==> src/szb_pkg.sv <==
// package: item types, action codes, sprite geometry and the reciprocal table
package szb_pkg;

	localparam int SPRITE_SIDE = 64;
	localparam int COORD_SPAN  = 1024;
	localparam int SIDE_W      = $clog2(SPRITE_SIDE);
	localparam int ADDR_W      = 2 * SIDE_W;
	localparam int MAP_DEPTH   = 256;
	localparam int RECIP_W     = 20;
	localparam int RECIP_SHIFT = 19;
	localparam int PROD_W      = SIDE_W + RECIP_W;

	localparam logic [1:0] ACT_LOAD_SPRITE = 2'd0;
	localparam logic [1:0] ACT_LOAD_MAP    = 2'd1;
	localparam logic [1:0] ACT_DRAW        = 2'd2;

	typedef struct packed {
		logic [1:0]  action;
		logic [11:0] load_index;
		logic [7:0]  load_value;
		logic [9:0]  dest_x;
		logic [9:0]  dest_y;
		logic [5:0]  zoom_x;
		logic [5:0]  zoom_y;
		logic [5:0]  row;
		logic        mirror_h;
		logic        mirror_v;
		logic        transparent;
	} in_item_t;

	typedef struct packed {
		logic [10:0] pixel_x;
		logic [10:0] pixel_y;
		logic [7:0]  pen;
		logic        write_enable;
		logic        last;
	} out_item_t;

	// request to the shared coordinate unit
	typedef struct packed {
		logic              en;
		logic [SIDE_W-1:0] pos;
		logic [SIDE_W-1:0] zoom;
		logic              mirror;
	} coord_req_t;

	typedef logic [RECIP_W-1:0] recip_tab_t [SPRITE_SIDE];

	// ceil(2^19 / (z+1)) for every zoom, by shift and subtract at elaboration
	function automatic recip_tab_t make_recip();
		recip_tab_t tab;
		int d;
		int rem;
		int quo;
		for (int z = 0; z < SPRITE_SIDE; z++) begin
			d   = z + 1;
			rem = 0;
			quo = 0;
			for (int b = RECIP_SHIFT; b >= 0; b--) begin
				rem = (rem << 1) | ((b == RECIP_SHIFT) ? 1 : 0);
				quo = quo << 1;
				if (rem >= d) begin
					rem = rem - d;
					quo = quo | 1;
				end
			end
			if (rem != 0) begin
				quo = quo + 1;
			end
			tab[z] = RECIP_W'(quo);
		end
		return tab;
	endfunction

endpackage

==> src/szb_coord.sv <==
// shared coordinate unit: floor(p*64/(zoom+1)) by reciprocal multiply, one per cycle
module szb_coord
	import szb_pkg::*;
(
	input  logic              clk,
	input  coord_req_t        req,
	output logic [SIDE_W-1:0] quot
);

	localparam recip_tab_t RECIP = make_recip();

	logic [SIDE_W-1:0] p;
	logic [PROD_W-1:0] prod_q;

	// mirrored position counts back from the far edge
	assign p = req.mirror ? (req.zoom - req.pos) : req.pos;

	always_ff @(posedge clk) begin
		if (req.en) begin
			prod_q <= PROD_W'(p) * PROD_W'(RECIP[req.zoom]);
		end
	end

	// product carries 2^19/64 = 2^13 of scale
	assign quot = prod_q[RECIP_SHIFT-SIDE_W +: SIDE_W];

endmodule

==> config.mk <==
export PLATFORM = sky130hd
export DESIGN_NAME = szb_coord
export DESIGN_NICKNAME = d
export VERILOG_FILES = /design/src/szb_pkg.sv /design/src/szb_coord.sv
export SDC_FILE = /design/constraint.sdc
export NUM_CORES = 1
export LEC_CHECK = 0
export ABC_AREA = 1
export ABC_CLOCK_PERIOD_IN_PS = 8500
export BUFFER_PORTS_ARGS = -buffer_cell sky130_fd_sc_hd__buf_2
export CAP_MARGIN = 20
export CORE_UTILIZATION = 41
export CTS_BUF_LIST = sky130_fd_sc_hd__clkbuf_16
export DETAILED_ROUTE_END_ITERATION = 16
export HOLD_SLACK_MARGIN = 0.15
export PLACE_DENSITY = 0.66
export SYNTH_ARGS = -nofsm -noshare
export SYNTH_HDL_FRONTEND = slang
export SYNTH_SLANG_ARGS = --single-unit
==> constraint.sdc <==
create_clock -name clk -period 8.5 [get_ports clk]
set_input_delay 1.7 -clock clk [delete_from_list [all_inputs] [get_ports clk]]
set_output_delay 1.7 -clock clk [all_outputs]
set_load 0.01 [all_outputs]
Word-level counts from Yosys, hierarchy flattened --
Memories as Yosys holds them, arrays and structs flattened. Cells that the tools add are included.
Operators by class: add/subtract/negate cells 1, multipliers 1, div/mod/pow operators 0, $lt $le $gt $ge 1, eq/ne operators 0, shift-type cells 0, muxes and demuxes 3, bitwise operators 1, reduce and logical (&&, ||, !) cells 0
Operators with widths (number):
- $mux W20 | 2
- $mul A6 B20 Y19 | 1
- $ge A7 B7 Y1 const B | 1
- $not A6 Y7 | 1
- $mux W6 | 1
- $sub A6 B6 Y6 | 1
Word-level totals: bits in registers 19, latch bits 0, RAM bits 0, bits in read-only memories 1280, input bits 15, memories kept 1
Memories:
- (name not given) | depth 64, bits a word 20, rd ports 1, clocked after memory_dff 0, write ports 0, RTL line szb_coord.sv:20 | prod_q <= PROD_W'(p) * PROD_W'(RECIP[req.zoom]);

Depth between registers and ports, before layout --
Gate-level depths: netlist of the first run.
word-level depth 5, mapped depth 31, depth with buffers taken out 31

Worst setup path before layout of the first run --
No wires, ideal clock.
kind input to register, start input port req[1] (netlist bit), end register prod_q[17] (data pin), library setup time 0.258 ns, arrival time 5.828 ns, required time 8.242 ns, setup slack 2.414 ns, cell stages on the path 26, path through inv_1 ha_1 inv_1 fa_1 nand2_1 nand2_1 nand2_1 nand2_1 nand2_1 nand3_1 nand2_1 clkbuf_1 nor2_1 fa_1 fa_1 inv_1 fa_1 inv_1 ha_1 a21oi_1 o21ai_0 a21oi_1 nand2_2 nand2_1 nand2_1 xor2_1
Between the ends: cells in the longest elaborated chain, start to end 5, elaborated cells on any way between the ends 7, classes of those cells add/sub (1); mul (1); mux (3); bitwise (1); memory (1)
Ends and longest elaborated chain:
- start: declaration | RTL line szb_coord.sv:6 | input coord_req_t req,
- $not A6 Y7 (implied by the code) | RTL line szb_coord.sv:20
- $mem_v2 Z64 W20
- $mux W20 (implied by the code) (2 in a row) | RTL line szb_coord.sv:20
- $mul A6 B20 Y19 * | RTL line szb_coord.sv:20
- end signal: assignment | RTL line szb_coord.sv:20
- end: declaration | RTL line szb_coord.sv:13 | logic [PROD_W-1:0] prod_q;
Mark *: on every way between the ends. The rest lies on a longest branch, timed or not. The select of a mux whose other input is x is not followed. A chain may end at the register's enable or synchronous reset.

Final worst setup path of the first run --
start input port req[1] (netlist bit), end register prod_q[16] (data pin)
The elaborated chain is that of the path after synthesis.

==> flow_summary.toml, run 1 <==
[outcome]
outcome = "finished, final reports clean"

[clock_network]
clock-sinks = 6
tritoncts = "yes"
numCtsBuffers = 3
root_buffer = "clkbuf_16"
post_cts_buffers = 0
cts_max_level = 1
ctsResizeCount = 0
clk_pin_slew_ps = 30
clock_path_buffers = 2
hold_buffers = 0

[yosys]
synth_edf_count = 6
synth_flop_cell = "edfxtp_1"
avgSynthCellArea_um2 = 6.51
synth_xor_area_share_pct = 1.64
synth_top_family_by_area = "adder cells"
synthSimpleGateAreaFrac_pct = 29.5
yosys_register_bits = 6
syn-instance-count = 656
yosys.area_share.adder_pct = 37.0
syn_area_um2 = 4270
synth.distinct_cells = 44
synth_compound_area_share_pct = 12.6
synth_fp_nets = 763
yosysSeqAreaShare_pct = 4.22
synthMuxAreaShare_pct = 0
async_reset_ff_share_pct = 0
yosysWarnings = 0

[placed_design]
portBuffers = 20
place_congestion = 0.969
place_hpwl_um = 9350
place_area_um2 = 4410

[drt]
vias_per_cell = 5.42
drtIter0Drc = 431
routedWlPerCell_um = 14.5
wl_met2_um = 5290
wl_met3_um = 874
routed.top_layer = "met4"
drc = 0
antenna_left = 0
wirelength_um = 11500
routedLengthMet1_um = 5090
dr.pass1.iters = 5
vias = 4298

[global_route]
grt_pass1_vias = 4163
grt_max_degree = 32
grt_pass1_wl_um = 20100
grt_use_total_pct = 22.7
grt-ovfl-total = 0
antenna_found_initial = 0

[hold_path]
hold_path.class = "input port to register"
hp-start = "req[13]"
holdPathStages = 1
holdPathEnd = "prod_q[14]"

[die]
dieArea_um2 = 10800
dieWidth_um = 104
io_pins = 21
fp-row-count = 36
fp.dieH_um = 104
start_util_pct = 42.9
core-area_um2 = 9950

[sta]
slew_violations = 0
slew-limit-headroom_pct = 33.4
period_minus_slack_ps = 6690
worst_pin_slew_ps = 993
finalCritPeriodShare_pct = 78.7
rsz0062_at_grt = "no"
hold_violations = 0
fin_setup_tns_ps = 0
fmax_mhz = 149
fin_hold_ws_ps = 1780
setup_viol = 0

[worst_setup_path]
start_kind = "input port"
critPathKind = "input port to register"
required_ps = 8480
end_kind = "register"
worstPathMaxFanout = 10
worstPathArrival_ps = 6670

[final_layout]
area_delta_synth_final_pct = 5.01
design_area_um2 = 4490
top_regs = "prod_q x6"
largest_register_ffs = 6
nets = 769
diodes = 0
drive_above_1_share_pct = 6.97
utilization_pct = 45.1
top_register = "prod_q"

[power_and_ir_drop]
p_leak_nw = 2.43
p_per_area_nw_per_um2 = 252
ir_worst_vdd_uv = 251

[flow_run]
cap_viol_max_count = 0
==> power by group <==
group	switching [mW]	total (mW)	internal [mW]
combinational	0.598	0.977	0.379
sequential	0.00274	0.0786	0.0759
clock	0.0154	0.0757	0.0603
total	0.616	1.13	0.515
==> cell families after synthesis <==
logic type	count (synthesis)
AOI/OAI and AO/OA	89
xor gates and xnor gates	8
adders and majority gates	92
buffers and inverters	154
DFF	6
and+or+nand+nor	307
==> worst max-delay path, stage by stage <==
cell	delay (ps)
buf_2	160
inv_1	280
ha_1	200
inv_1	60
fa_1	380
nand2_1	100
nand3_1	90
o21ai_2	240
clkinv_1	450
nor2_1	250
fa_1	470
fa_1	550
inv_1	50
fa_1	470
inv_1	40
ha_1	350
a21oi_1	160
o21ai_0	110
a21oi_1	160
nand2_2	120
nand2_1	90
nand2_1	50
nand2_1	60
nand2_1	50
==> stage by stage <==
step	worst slack, ps	power [mW]	instances
CTS	1850	1.14	793
global route	1370	1.33	793
finish	1810	1.13	793
detailed placement	1630	1.06	790
global placement	1710	1.04	790
floorplan	2410	0.855	656
==> worst max-delay path by stage <==
stage                 from         end  slack (ps)
CTS                 req[1]  prod_q[16]        1850
global placement    req[1]  prod_q[18]        1710
detailed placement  req[1]  prod_q[18]        1630
global route        req[1]  prod_q[16]        1370
finish              req[1]  prod_q[16]        1810
floorplan           req[1]  prod_q[17]        2410
==> cells in the mapped netlist (4+ instances only) <==
cell | number | area, um2
o21ai_0 | 30 | 150
buf_6 | 6 | 67.6
xor2_1 | 7 | 61.3
o211ai_1 | 7 | 52.6
fa_1 | 57 | 1140
ha_1 | 35 | 438
nand2_1 | 159 | 597
nor2_1 | 87 | 327
nand3_1 | 43 | 215
edfxtp_1 | 6 | 180
nand4_1 | 4 | 25.0
clkbuf_1 | 6 | 22.5
inv_2 | 4 | 15.0
buf_2 | 6 | 30.0
a21oi_1 | 24 | 120
o22ai_1 | 6 | 37.5
inv_1 | 127 | 477
nand2_2 | 4 | 25.0
==> cells in the final DEF (no fill, tap or decap), types with 2 or more instances in the layout <==
cell	count
o311ai_0	2
clkbuf_16	3
nand4_1	4
or2_2	3
buf_2	20
nand2_1	159
o22ai_1	6
nand3_1	43
edfxtp_1	6
a31oi_1	3
xor2_1	7
o211ai_1	7
nor3_1	2
ha_1	35
a211oi_1	2
nand2_2	4
a21oi_1	24
o21ai_1	3
fa_1	57
nor2_2	2
o21ai_0	30
inv_1	127
inv_2	4
nor2_1	87
a21oi_2	2
==> area by class of cell <==
cell class | count | area, um2
well taps | 133 | 166
inverters | 134 | 510
repair buffers | 21 | 108
fillers | 1040 | 5470
multi-input cells | 496 | 3450
flip-flops and latches | 6 | 180
clock buffers | 3 | 75.1
==> metal layers <==
layer  vias up  track usage, %
met3        22            3.45
met1      2028            31.8
met4         0            4.49
li1       2049               -
met2       199            37.1
met5         -               0
(Power assumes the default switching activity.)
==> run 2, diff against run 1 <==
ABC_AREA = 0   (was 1)
ABC_CLOCK_PERIOD_IN_PS = 5800   (was 8500)
PLACE_DENSITY = 0.68   (was 0.66)
clock period = 5.8 ns   (was 8.5 ns; I/O delays follow)
==> run 2 against run 1 <==
  * Cell count rose by 7.9%
  * Critical path type unchanged
  * Global-route usage rose by 4.2 points
  * Via count rose by 9.6%
  * The run now ends with negative setup slack left
==> flow_summary.toml, run 2 <==
[yosys]
syn_area_um2 = 4310
synth.distinct_cells = 58
synth_top_area_share_pct = 26.5
synth_area_leaders = "fa_1, ha_1, nor2_1"
yosys.cell_count.top_type = "nor2_1"
synth_flop_cell = "edfxtp_1"
synth_area_leader_cell = "fa_1"
synth_fp_nets = 687
synth_common_cells = "nor2_1, inv_1, fa_1"
syn-instance-count = 580
yosys_register_bits = 6
yosysSeqAreaShare_pct = 4.18
synth_edf_count = 6
async_reset_ff_share_pct = 0
yosysWarnings = 0
avgSynthCellArea_um2 = 7.43

[final_layout]
layout_commonest_cell = "buf_4"
diodes = 0
drive_above_1_share_pct = 37.4
top_regs = "prod_q x6"
top_register = "prod_q"
layout_common_cells = "buf_4, nor2_1, inv_1"
fillerInstances = 885
area_delta_synth_final_pct = 44.1
multi_input_area_um2 = 4080
design_area_um2 = 6210
largest_register_ffs = 6
nets = 829
regArea_um2 = 180

[worst_setup_path]
path_delay_family = "adder cells"
critPathKind = "input port to register"
start_kind = "input port"
worst_path_largest_cell_delay_ps = 490
path_buf_inv = 6
crit_chain = "buf_6, inv_8, buf_12, ha_4, clkbuf_16, a2111oi_4, nor2_2, o211ai_1, nand2_2, nor2_4, fa_2, fa_1, inv_1, fa_1, inv_1, ha_1, and4_1, a31oi_1, o211ai_1, nor3b_2, a21oi_2, a211o_1, a21oi_2, xor2_1"
worstPathArrival_ps = 6020
crit_start = "req[1]"
slowest_stage = "fa_1"
end_kind = "register"
required_ps = 5770
worstPathMaxFanout = 5

[power_and_ir_drop]
p_per_area_nw_per_um2 = 276
p_leak_nw = 2.89
p_switching_mw = 0.808
switching_share_pct = 47.2
finalPower_mw = 1.71
ir_worst_vdd_uv = 416
clkPwrFrac_pct = 6.6
share_comb_of_total_power_pct = 87.3
internal-power_mw = 0.904
pwr-share-seq_pct = 6.1

[global_route]
grt_pass1_wl_um = 23700
grtUsageMet2_pct = 47.9
grt_max_degree = 33
antenna_found_initial = 0
grt_use_total_pct = 26.9
top_usage_layer = "met2"
use_met1_pct = 35.4
grtUsageMet3_pct = 1.32
grt_pass1_vias = 4918
grt-ovfl-total = 0

[sta]
hold_violations = 0
fmax_mhz = 165
finalCritPeriodShare_pct = 104
fin_setup_tns_ps = -722
slew-limit-headroom_pct = 61.3
setup_viol = 5
worst_pin_slew_ps = 575
fin_ws_ps = -254
rsz0062_at_grt = "yes"
period_minus_slack_ps = 6050
slew_violations = 0

[die]
dieArea_um2 = 10900
fp.dieH_um = 105
io_pins = 21
dieWidth_um = 105
fp-row-count = 37
start_util_pct = 41.9
core-area_um2 = 10300

[outcome]
violations = "negative setup slack"
outcome = "finished with violations"

[drt]
drtIter0Drc = 316
drc = 0
routedWlPerCell_um = 16.7
dr.pass1.iters = 5
vias = 4712
vias_per_cell = 5.50
wirelength_um = 14300
antenna_left = 0

[clock_network]
hold_buffers = 0
numCtsBuffers = 3
clk_pin_slew_ps = 30
clock_path_buffers = 2
root_buffer = "clkbuf_16"
cts_max_level = 1
clock-sinks = 6
tritoncts = "yes"

[hold_path]
hold_path.class = "input port to register"
hp-start = "req[13]"

[placed_design]
place_hpwl_um = 11200
place_congestion = 0.968
pre_cts_slack_ps = -740
place_area_um2 = 5690
portBuffers = 20

[flow_run]
cap_viol_max_count = 0
==> run 2: through the flow <==
stage          hold WS (ps)  std cells  util (%)
6_report               1250        856      60.4
5_1_grt                1240        856      60.4
4_1_cts                1230        853      58.7
3_5_place_dp           1470        840      55.3
3_3_place_gp           1450        840      55.3
2_1_floorplan          1270        580         -
==> run 2: layout make-up <==
cell class / count / share of cell area (%)
well taps: 136 / 2.74
clock buffers: 3 / 1.21
multi-input cells: 460 / 65.8
flip-flops and latches: 6 / 2.90
repair buffers: 173 / 22.4
inverters: 78 / 4.94
==> run 2: worst paths after layout <==
| check | endpoint | slack, ps | depth (start not counted) |
|---|---|---|---|
| max | prod_q[18] | -250 | 24 |
| min | prod_q[13] | 1250 | 1 |
==> run 2: repair_timing <==
item | 4_1_cts | 5_1_grt
setup buffers | 12 | 2
pin swaps | 31 | 30
endpoints found under the setup margin | 6 | 6
gates resized for setup | 41 | 35
gates cloned | 0 | 1
==> run 2: power by group through the flow <==
stage	Clock, mW	Combinational (mW)	Sequential, mW
floorplan	0	0.847	0.117
global placement	0	1.24	0.103
detailed placement	0	1.30	0.104
CTS	0.113	1.42	0.105
global route	0.116	1.68	0.106
finish	0.113	1.50	0.104
==> run 2: cells by family (layout without fill, tap and decap cells) <==
group	after synthesis	count (layout)	synth area share, %
buffers and inverters	114	254	10.7
adder cells (fa/ha/maj)	92	92	36.6
XOR/XNOR	15	15	3.37
multiplexers	7	7	2.06
AO/OA/AOI/OAI	125	125	19.2
flip-flops	6	6	4.18
AND/OR/NAND/NOR	221	221	23.9
==> run 2: routing by layer <==
| layer | up-vias | routed length, um |
|---|---|---|
| li1 | 2220 | - |
| met1 | 2275 | 6110 |
| met2 | 189 | 7120 |
| met3 | 28 | 673 |
| met4 | 0 | 368 |
| met5 | - | 0 |
==> run 3, diff against run 2 <==
REMOVE_ABC_BUFFERS = 1   (was not set)
==> run 3 against run 2 <==
  * The run still ends with negative setup slack left
  * Global-route usage is 0.56 points higher
  * Clock power hardly changed
  * Core utilization is 1.2 points lower
  * Clock-buffer cell count stayed put
  * Largest cell class unchanged
  * Highest routed layer unchanged
==> flow_summary.toml, run 3 (synthesized netlist as in run 2, its figures left out) <==
[global_route]
grt_max_degree = 38
grt_pass1_wl_um = 24100
grt_use_total_pct = 27.4
grt_pass1_vias = 4932
grt-ovfl-total = 0
antenna_found_initial = 0

[clock_network]
clock-sinks = 6
clk_pin_slew_ps = 40
root_buffer = "clkbuf_16"
tritoncts = "yes"
numCtsBuffers = 3
clock_path_buffers = 2
cts_max_level = 1

[sta]
fin_ws_ps = -270
slew_violations = 0
slew-limit-headroom_pct = 62.4
hold_violations = 0
finalCritPeriodShare_pct = 105
fin_setup_tns_ps = -990
fmax_mhz = 165
rsz0062_at_grt = "yes"
period_minus_slack_ps = 6070
worst_pin_slew_ps = 559
setup_viol = 5

[worst_setup_path]
crit_chain = "buf_12, ha_4, nor2b_4, o31a_1, buf_4, a211oi_4, xor2_4, nor2_2, fa_1, fa_1, inv_2, fa_1, inv_2, ha_4, and4_4, a31oi_4, o211ai_1, nor3b_2, a21oi_2, buf_4, a21o_1, a21oi_2, xnor2_1"
end_kind = "register"
required_ps = 5780
worst_path_largest_cell_delay_ps = 560
worstPathArrival_ps = 6050
cp_common_cell = "fa_1"
start_kind = "input port"
slowest_stage = "fa_1"
worstPathMaxFanout = 8
critPathKind = "input port to register"

[outcome]
violations = "negative setup slack"
outcome = "finished with violations"

[final_layout]
nets = 824
largest_register_ffs = 6
area_delta_synth_final_pct = 41.3
top_regs = "prod_q x6"
regArea_um2 = 180
fillerInstances = 952
layout_common_cells = "buf_4, nor2_1, inv_1"
drive_above_1_share_pct = 35.7
multi_input_area_um2 = 4060
finalNonFillerCells = 851
layout_commonest_cell = "buf_4"
diodes = 0
top_register = "prod_q"

[placed_design]
place_hpwl_um = 10800
pre_cts_slack_ps = -1110
place_congestion = 1.01
place_inst = 828
portBuffers = 20

[power_and_ir_drop]
ir_worst_vdd_uv = 266
clkPwrFrac_pct = 6.5
switching_share_pct = 46.6
p_switching_mw = 0.811
pwr-share-seq_pct = 6.1
finalPower_mw = 1.74
internal-power_mw = 0.930
p_leak_nw = 2.86
p_per_area_nw_per_um2 = 286
share_comb_of_total_power_pct = 87.4

[die]
core-area_um2 = 10300
dieArea_um2 = 10900
dieWidth_um = 105
fp-row-count = 37
fp.dieH_um = 105
io_pins = 21
start_util_pct = 41.9

[drt]
drtIter0Drc = 351
antenna_left = 0
wirelength_um = 14400
drc = 0
routedWlPerCell_um = 17.0
dr.pass1.iters = 5
vias = 4764
vias_per_cell = 5.60

[hold_path]
holdPathStages = 1
hold_path.class = "input port to register"
holdPathEnd = "prod_q[17]"
hp-start = "req[13]"

[flow_run]
cap_viol_max_count = 0
-- run 3: cell types whose count changed in the layout (fill, tap and decap cells not counted), sizes merged --
cell	previous run	this run
buf	172	165
bufbuf	0	1
clkinvlp	1	0
inv	77	78
nor3b	8	9
-- run 3: through the flow --
| stage | hold slack (ps) | utilization, % | cell area (um2) |
|---|---|---|---|
| floorplan | 1270 | - | 4140 |
| detailed placement | 1460 | 52.3 | 5370 |
| finish | 1240 | 59.2 | 6090 |
| global placement | 1460 | 52.3 | 5370 |
| global route | 1230 | 59.2 | 6090 |
| CTS | 1230 | 57.8 | 5940 |
-- run 3: timing repair --
action / CTS / global route
pin swaps: 42 / 21
hold buffers: 0 / 0
gates cloned: 2 / 0
endpoints found under the setup margin: 6 / 6
gates resized for setup: 77 / 30
buffers inserted: 16 / 5
-- run 3: how the worst max path moves through the flow --
stage | from | endpoint | slack (ps)
2_1_floorplan | req[1] | prod_q[18] | -540
3_3_place_gp | req[8] | prod_q[18] | -870
3_5_place_dp | req[8] | prod_q[18] | -1110
4_1_cts | req[2] | prod_q[18] | -330
5_1_grt | req[2] | prod_q[16] | -460
6_report | req[2] | prod_q[16] | -270
-- run 3: critical path, delay by kind of cell --
family	cells	cell delay, ps
and+or+nand+nor	4	650
buffers and inverters	5	520
adders and majority gates	5	1950
xor gates and xnor gates	2	410
AOI/OAI and AO/OA	7	1350
-- run 3: layer usage --
layer / track usage, % / vias up / share of wire [%]
met3: 1.44 / 51 / 4.7
met5: 0 / - / 0
met4: 9.39 / 0 / 3.5
li1: - / 2204 / -
met1: 34.1 / 2324 / 41
met2: 50.2 / 185 / 50
-- run 3: layout make-up --
| cell class | count | share of cell area (%) |
|---|---|---|
| Tap cell | 136 | 2.79 |
| Multi-Input combinational cell | 461 | 66.7 |
| Timing Repair Buffer | 167 | 21.5 |
| Sequential cell | 6 | 2.96 |
| Inverter | 78 | 4.89 |
| Clock buffer | 3 | 1.23 |
-- run 3: power by group through the flow --
stage	clock network (mW)	logic [mW]	registers [mW]
global route	0.117	1.70	0.109
finish	0.113	1.52	0.106
floorplan	0	0.788	0.117
CTS	0.114	1.46	0.107
detailed placement	0	1.25	0.106
global placement	0	1.18	0.105
